File: src/ookd_pkg.sv
// ----------------------------------------------------------------------------
// ookd_pkg
// Shared types and constants for the on-off keying energy demodulator.
// ----------------------------------------------------------------------------
package ookd_pkg;

    // default sizing
    localparam int BITS_PER_BYTE_DEF = 8;
    localparam int SAMPLE_BITS_DEF   = 12;

    // register field widths
    localparam int LEVEL_W    = 12;
    localparam int SUM_W      = 18;
    localparam int SPB_W      = 6;
    localparam int BYTE_W     = 8;
    localparam int CFG_DATA_W = 18;
    localparam int CFG_IDX_W  = 2;

    localparam logic [SUM_W-1:0] SUM_MAX = '1;

    // register reset values
    localparam logic [LEVEL_W-1:0] START_LEVEL_RST     = 12'd100;
    localparam logic [SUM_W-1:0]   ENERGY_LEVEL_RST    = 18'd4000;
    localparam logic [LEVEL_W-1:0] GAP_LEVEL_RST       = 12'd3000;
    localparam logic [SPB_W-1:0]   SAMPLES_PER_BIT_RST = 6'd11;

    // register indexes
    localparam logic [CFG_IDX_W-1:0] CFG_START_LEVEL     = 2'd0;
    localparam logic [CFG_IDX_W-1:0] CFG_ENERGY_LEVEL    = 2'd1;
    localparam logic [CFG_IDX_W-1:0] CFG_GAP_LEVEL       = 2'd2;
    localparam logic [CFG_IDX_W-1:0] CFG_SAMPLES_PER_BIT = 2'd3;

    typedef enum logic [2:0] {
        PH_IDLE = 3'b001,
        PH_RECV = 3'b010,
        PH_GAP  = 3'b100
    } phase_t;

    typedef struct packed {
        logic [LEVEL_W-1:0] start_level;
        logic [SUM_W-1:0]   energy_level;
        logic [LEVEL_W-1:0] gap_level;
        logic [SPB_W-1:0]   samples_per_bit;
    } cfg_t;

    typedef struct packed {
        logic              byte_valid;
        logic [BYTE_W-1:0] rx_byte;
        logic              receiving;
    } result_t;

endpackage

File: src/ookd_cfg_regs.sv
// ----------------------------------------------------------------------------
// ookd_cfg_regs
// Configuration register file: thresholds and bit period length.
// ----------------------------------------------------------------------------
module ookd_cfg_regs (
    input  logic                             clk,
    input  logic                             rst_n,
    input  logic                             cfg_we,
    input  logic [ookd_pkg::CFG_IDX_W-1:0]   cfg_index,
    input  logic [ookd_pkg::CFG_DATA_W-1:0]  cfg_data,
    output ookd_pkg::cfg_t                   cfg
);
    import ookd_pkg::*;

    cfg_t cfg_reg;
    cfg_t cfg_next;

    always_comb
    begin
        cfg_next = cfg_reg;
        if (cfg_we)
        begin
            case (cfg_index)
                CFG_START_LEVEL:     cfg_next.start_level     = cfg_data[LEVEL_W-1:0];
                CFG_ENERGY_LEVEL:    cfg_next.energy_level    = cfg_data[SUM_W-1:0];
                CFG_GAP_LEVEL:       cfg_next.gap_level       = cfg_data[LEVEL_W-1:0];
                CFG_SAMPLES_PER_BIT: cfg_next.samples_per_bit = cfg_data[SPB_W-1:0];
                default:             cfg_next = cfg_reg;
            endcase
        end
    end

    always_ff @(posedge clk or negedge rst_n)
    begin
        if (!rst_n)
        begin
            cfg_reg.start_level     <= START_LEVEL_RST;
            cfg_reg.energy_level    <= ENERGY_LEVEL_RST;
            cfg_reg.gap_level       <= GAP_LEVEL_RST;
            cfg_reg.samples_per_bit <= SAMPLES_PER_BIT_RST;
        end
        else
        begin
            cfg_reg <= cfg_next;
        end
    end

    assign cfg = cfg_reg;

endmodule

File: src/ookd_core.sv
// ----------------------------------------------------------------------------
// ookd_core
// Per-sample receiver state update: start detect, difference energy
// accumulation, bit decision, byte assembly and inter-byte gap wait.
// ----------------------------------------------------------------------------
module ookd_core #(
    parameter int BITS_PER_BYTE = ookd_pkg::BITS_PER_BYTE_DEF,
    parameter int SAMPLE_BITS   = ookd_pkg::SAMPLE_BITS_DEF
) (
    input  logic                   clk,
    input  logic                   rst_n,
    input  logic                   advance,
    input  logic [SAMPLE_BITS-1:0] sample,
    input  ookd_pkg::cfg_t         cfg,
    output ookd_pkg::result_t      result
);
    import ookd_pkg::*;

    localparam int BC_W  = (BITS_PER_BYTE > 1) ? $clog2(BITS_PER_BYTE) : 1;
    localparam int CMP_W = (SAMPLE_BITS > LEVEL_W) ? SAMPLE_BITS : LEVEL_W;
    localparam logic [BC_W:0] BPB = (BC_W+1)'(BITS_PER_BYTE);

    phase_t                 phase_reg,    phase_next;
    logic [SAMPLE_BITS-1:0] prev_reg,     prev_next;
    logic [SUM_W-1:0]       sum_reg,      sum_next;
    logic [SPB_W-1:0]       scnt_reg,     scnt_next;
    logic [BC_W-1:0]        bcnt_reg,     bcnt_next;
    logic [BYTE_W-1:0]      shift_reg,    shift_next;
    logic                   gap_seen_reg, gap_seen_next;

    logic [SAMPLE_BITS-1:0] diff;
    logic [SUM_W:0]         sum_wide;
    logic [SUM_W-1:0]       sum_sat;
    logic [SPB_W-1:0]       scnt_inc;
    logic [BC_W:0]          nbits;
    logic                   bit_one;
    logic [BYTE_W-1:0]      shifted;
    logic                   above_start;
    logic                   above_gap;

    assign diff     = (sample >= prev_reg) ? (sample - prev_reg) : (prev_reg - sample);
    assign sum_wide = {1'b0, sum_reg} + (SUM_W+1)'(diff);
    assign sum_sat  = sum_wide[SUM_W] ? SUM_MAX : sum_wide[SUM_W-1:0];
    assign scnt_inc = scnt_reg + 1'b1;
    assign nbits    = {1'b0, bcnt_reg} + 1'b1;
    assign bit_one  = sum_sat > cfg.energy_level;
    assign shifted  = {shift_reg[BYTE_W-2:0], bit_one};

    assign above_start = CMP_W'(sample) > CMP_W'(cfg.start_level);
    assign above_gap   = CMP_W'(sample) > CMP_W'(cfg.gap_level);

    always_comb
    begin
        phase_next    = phase_reg;
        prev_next     = prev_reg;
        sum_next      = sum_reg;
        scnt_next     = scnt_reg;
        bcnt_next     = bcnt_reg;
        shift_next    = shift_reg;
        gap_seen_next = gap_seen_reg;
        result.byte_valid = 1'b0;
        result.rx_byte    = '0;

        case (phase_reg)
            PH_IDLE:
            begin
                if (above_start)
                begin
                    // first sample only seeds the difference chain
                    phase_next = PH_RECV;
                    scnt_next  = '0;
                    bcnt_next  = '0;
                    shift_next = '0;
                    prev_next  = sample;
                    sum_next   = '0;
                end
            end
            PH_RECV:
            begin
                prev_next = sample;
                sum_next  = sum_sat;
                scnt_next = scnt_inc;
                if (scnt_inc >= cfg.samples_per_bit)
                begin
                    scnt_next  = '0;
                    sum_next   = '0;
                    shift_next = shifted;
                    if (nbits >= BPB)
                    begin
                        result.byte_valid = 1'b1;
                        result.rx_byte    = shifted;
                        shift_next        = '0;
                        bcnt_next         = '0;
                        gap_seen_next     = 1'b0;
                        phase_next        = PH_GAP;
                    end
                    else
                    begin
                        bcnt_next = nbits[BC_W-1:0];
                    end
                end
            end
            default:
            begin
                // gap wait: tone above gap level, then a quiet sample rearms
                if (above_gap)
                begin
                    gap_seen_next = 1'b1;
                end
                else if (gap_seen_reg)
                begin
                    gap_seen_next = 1'b0;
                    phase_next    = PH_IDLE;
                end
            end
        endcase

        result.receiving = (phase_next == PH_RECV);
    end

    always_ff @(posedge clk or negedge rst_n)
    begin
        if (!rst_n)
        begin
            phase_reg    <= PH_IDLE;
            prev_reg     <= '0;
            sum_reg      <= '0;
            scnt_reg     <= '0;
            bcnt_reg     <= '0;
            shift_reg    <= '0;
            gap_seen_reg <= 1'b0;
        end
        else if (advance)
        begin
            phase_reg    <= phase_next;
            prev_reg     <= prev_next;
            sum_reg      <= sum_next;
            scnt_reg     <= scnt_next;
            bcnt_reg     <= bcnt_next;
            shift_reg    <= shift_next;
            gap_seen_reg <= gap_seen_next;
        end
    end

endmodule

File: src/ook_energy_demodulator.sv
// ----------------------------------------------------------------------------
// ook_energy_demodulator
// On-off keying demodulator: one result beat per ADC sample beat.
// ----------------------------------------------------------------------------
// Path: an accepted sample is held in the input register, then its state
//   update is registered into the result register, raising result valid.
// Throughput: one sample per cycle while result_ready is high; the update
//   is one subtract, saturating add and compare between the two registers.
// Reset: all receiver state cleared, registers at defaults, channels empty.
// ----------------------------------------------------------------------------
module ook_energy_demodulator #(
    parameter int BITS_PER_BYTE = ookd_pkg::BITS_PER_BYTE_DEF,
    parameter int SAMPLE_BITS   = ookd_pkg::SAMPLE_BITS_DEF
) (
    input  logic                             clk,
    input  logic                             rst_n,
    input  logic                             cfg_we,
    input  logic [ookd_pkg::CFG_IDX_W-1:0]   cfg_index,
    input  logic [ookd_pkg::CFG_DATA_W-1:0]  cfg_data,
    input  logic                             sample_valid,
    output logic                             sample_ready,
    input  logic [SAMPLE_BITS-1:0]           adc_sample,
    output logic                             result_valid,
    input  logic                             result_ready,
    output logic                             byte_valid,
    output logic [ookd_pkg::BYTE_W-1:0]      rx_byte,
    output logic                             receiving
);
    import ookd_pkg::*;

    cfg_t                   cfg;
    result_t                core_result;
    result_t                res_reg;
    logic                   in_valid_reg;
    logic [SAMPLE_BITS-1:0] in_sample_reg;
    logic                   res_valid_reg;
    logic                   advance;

    // move the held sample on whenever the result register is free or draining
    assign advance      = in_valid_reg && (!res_valid_reg || result_ready);
    assign sample_ready = !in_valid_reg || advance;

    ookd_cfg_regs u_cfg (
        .clk       (clk),
        .rst_n     (rst_n),
        .cfg_we    (cfg_we),
        .cfg_index (cfg_index),
        .cfg_data  (cfg_data),
        .cfg       (cfg)
    );

    ookd_core #(
        .BITS_PER_BYTE (BITS_PER_BYTE),
        .SAMPLE_BITS   (SAMPLE_BITS)
    ) u_core (
        .clk     (clk),
        .rst_n   (rst_n),
        .advance (advance),
        .sample  (in_sample_reg),
        .cfg     (cfg),
        .result  (core_result)
    );

    always_ff @(posedge clk or negedge rst_n)
    begin
        if (!rst_n)
        begin
            in_valid_reg  <= 1'b0;
            res_valid_reg <= 1'b0;
        end
        else
        begin
            if (sample_ready)
            begin
                in_valid_reg <= sample_valid;
            end
            if (advance)
            begin
                res_valid_reg <= 1'b1;
            end
            else if (result_ready)
            begin
                res_valid_reg <= 1'b0;
            end
        end
    end

    always_ff @(posedge clk)
    begin
        if (sample_ready && sample_valid)
        begin
            in_sample_reg <= adc_sample;
        end
        if (advance)
        begin
            res_reg <= core_result;
        end
    end

    assign result_valid = res_valid_reg;
    assign byte_valid   = res_reg.byte_valid;
    assign rx_byte      = res_reg.rx_byte;
    assign receiving    = res_reg.receiving;

endmodule

File: config.mk
export PLATFORM = sky130hd
export DESIGN_NAME = ook_energy_demodulator
export DESIGN_NICKNAME = d
export VERILOG_FILES = /design/src/ookd_pkg.sv /design/src/ookd_cfg_regs.sv /design/src/ookd_core.sv /design/src/ook_energy_demodulator.sv
export SDC_FILE = /design/constraint.sdc
export NUM_CORES = 1
export LEC_CHECK = 0
export BUFFER_PORTS_ARGS = -buffer_cell sky130_fd_sc_hd__buf_2
export CAP_MARGIN = 5
export CELL_PAD_IN_SITES_DETAIL_PLACEMENT = 1
export CELL_PAD_IN_SITES_GLOBAL_PLACEMENT = 1
export CORE_ASPECT_RATIO = 0.7
export CORE_UTILIZATION = 44
export DETAILED_ROUTE_END_ITERATION = 6
export PLACE_DENSITY = 0.8
export SLEW_MARGIN = 20
export SYNTH_ARGS = -nofsm -noshare
export SYNTH_HDL_FRONTEND = slang
export SYNTH_SLANG_ARGS = --single-unit
File: constraint.sdc
create_clock -name clk -period 4.85 [get_ports clk]
set_clock_uncertainty 0.15 [all_clocks]
set_input_delay 1.455 -clock clk [delete_from_list [all_inputs] [get_ports clk]]
set_output_delay 1.455 -clock clk [all_outputs]
set_load 0.02 [all_outputs]
==> reports/qor.yml <==
worstSkewPairLatency_ps: 440
ys_ff_latch: 122
setup_viol: 3
setup_ws_ps: -1090
arrival_ps: 5980
crit_fanout: 5
worstPathRequired_ps: 4890
synthTopCellsByArea: "dfrtp_1 (25%), ha_1 (14%), edfxtp_1 (8.4%), dfstp_2 (6.7%), mux2_2 (5.7%)"
antenna_found_initial: 1
fin_cells: 1240
worst-setup-path-type: "flop to flop"
clkSlewWorstSetupHoldPaths_ps: 70
hp-start: "u_cfg.cfg[33]"
grt_pass1_vias: 8334
boundaryPins: 49
violations: "negative setup slack"
grt-ovfl-total: 0
synthesis.nets: 925
cts_sinks: 122
grt_max_degree: 57
synthArstFlopShare_pct: 82.0
drc_errors: 0
cts_root_buffer: "clkbuf_16"
cts_tree: "done"
yosysSeqAreaShare_pct: 40.6
crit_start: "in_sample_reg[6]"
grt_usage_pct: 36.2
finalCritPeriodShare_pct: 123
synthMostInstantiatedCell: "inv_1"
synthMuxAreaShare_pct: 6.24
place_inst: 1173
worst_pin_slew_ps: 1030
fillers: 1901
nets: 1120
status: "finished with violations"
fp.dieArea_mm2: 0.0184
drive_gt1_share_pct: 40.3
core_area_mm2: 0.0173
ys_types: 68
avgViaCountPerCell: 6.27
drt_iter0_markers: 771
max_slew_margin_pct: 31.2
cts_buffers: 17
synthAdderAreaFrac_pct: 14.3
wl_per_cell_um: 27.2
r2r_start: "in_sample_reg[6]"
hp-class: "flop to flop"
hold_buffers: 0
synth_top_family_by_area: "compound AO/OA/AOI/OAI gates"
slew_violations: 0
startpoint_type: "flop"
totalWireLength_um: 33800
final.hold.worst_slack_ps: 358
syn-cell-area_mm2: 0.00786
cap_violations: 0
fin_crit_ps: 5940
dp_hpwl_um: 19600
dr.pass1.iters: 5
syn_to_final_growth_pct: 36.9
die_x_um: 162
largest_register_ffs: 48
syn_area_per_cell_um2: 9.82
rsz0062_at_grt: "true"
timing.fmax_mhz: 168
yosys.area.top_type_share_pct: 25.5
synth_simple_gate_area_share_pct: 12.9
io_buffers: 48
clockBufferDepth: 2
yosysTopAreaCell: "dfrtp_1"
gp_congestion: 0.945
htree_levels: 4
synth-compound-area-share_pct: 17.7
yosys-top-cells-count: "inv_1 (88), ha_1 (85), dfrtp_1 (80)"
synth_cells: 800
num_rows: 40
postRouteAntennaNets: 0
grt_pass1_wl_um: 49400
num_vias: 7769
yosysWarnings: 0
initial_utilization_pct: 45.4
hold_viol: 0
synth_ff_type: "dfrtp_1"
endpoint_kind: "flop"
die_h_um: 114
synth_edf_count: 22
synth_xor_area_share_pct: 2.68
stage by stage:
| step | TNS (ps) | area (um^2) | worst slack [ps] | util [%] |
|---|---|---|---|---|
| 2_1_floorplan | 0 | 7940 | 7.16 | - |
| 3_3_place_gp | -1050 | 9250 | -557 | 53.4 |
| 3_5_place_dp | -1520 | 9250 | -766 | 53.4 |
| 4_1_cts | -899 | 10400 | -450 | 59.8 |
| 5_1_grt | -2440 | 10800 | -1160 | 62.1 |
| 6_report | -2220 | 10800 | -1090 | 62.1 |
timing repair:
action | 4_1_cts | 5_1_grt
setup buffers | 13 | 20
gates resized for setup | 86 | 41
endpoints found under the hold margin | 0 | 0
setup endpoints to repair | 2 | 4
pin swaps | 46 | 22
cloned | 1 | 0
worst paths after layout:
path,endpoint,slack [ps],cells past startpoint
hold reg to reg,u_cfg.cfg[33],360,1
setup reg to reg,rx_byte[0],-1090,27
setup / recovery,rx_byte[0],-1090,27
max in group asynchronous,u_cfg.cfg[14],2700,2
hold / removal,u_cfg.cfg[33],360,1
min in group asynchronous,u_core.sum_reg[16],920,1
cells in the final DEF, fill, tap and decap left out, drive strengths merged, types with 4 or more instances in the layout:
cell    count
nor2       30
a21oi      55
and2       10
mux2       40
nand3      37
nand3b      4
a22o       13
o31ai       7
o211ai      8
clkbuf     19
o21ai      57
or2         5
dfstp      20
a31oi       6
a211oi      7
a31o        4
buf       201
xnor2      15
mux2i       4
edfxtp     22
nand2      53
nand2b      7
ha         85
o21a        6
nand4      17
inv        96
nor2b      10
or3         5
dfrtp      80
xor2        9
nor3        9
a21o       18
per-layer routing:
metal	GRT usage [%]	part of all wire [%]
met2	60.5	47
met4	18.9	5.3
met5	0	0
met1	43.7	40
met3	8.84	6.9
cells by family (layout without fill, tap and decap cells):
group / count (synthesis) / count (layout)
AOI/OAI and AO/OA: 210 / 210
and+or+nand+nor: 199 / 199
DFF: 122 / 122
buffers and inverters: 113 / 321
adders and majority gates: 88 / 88
muxes: 44 / 44
xor gates and xnor gates: 24 / 24
other: 0 / 1
layout make-up:
cell class                      count  area, um^2  area share [%]
Multi-Input combinational cell    565        4930            45.8
Sequential cell                   122        3190            29.6
Timing Repair Buffer              201        1440            13.4
Clock buffer                       19         443            4.12
Inverter                           88         333            3.09
Tap cell                          231         289            2.69
Clock inverter                     13         130            1.21
Antenna cell                        1        2.50          0.0233
critical path: stages, from the launching register on:
cell and delay, ps:
edfxtp_1 420, buf_4 160, ha_1 230, a21o_1 240
a31o_1 260, a211oi_4 320, buf_6 170, buf_6 120
nor4bb_4 310, o32ai_2 150, xor2_1 180, ha_1 420
nand2_2 130, nor3_2 220, nand4_1 200, a21oi_2 240
buf_6 150, buf_4 100, buf_4 100, a21o_1 150
ha_4 220, a21oi_2 130, nor2b_1 60, o21ai_1 170
o2111ai_1 170, o21ai_1 250, buf_4 200, nor2_2 50
Power is not shown: default switching activity piles up to over one toggle a cycle in this logic, so the estimate is an artifact.
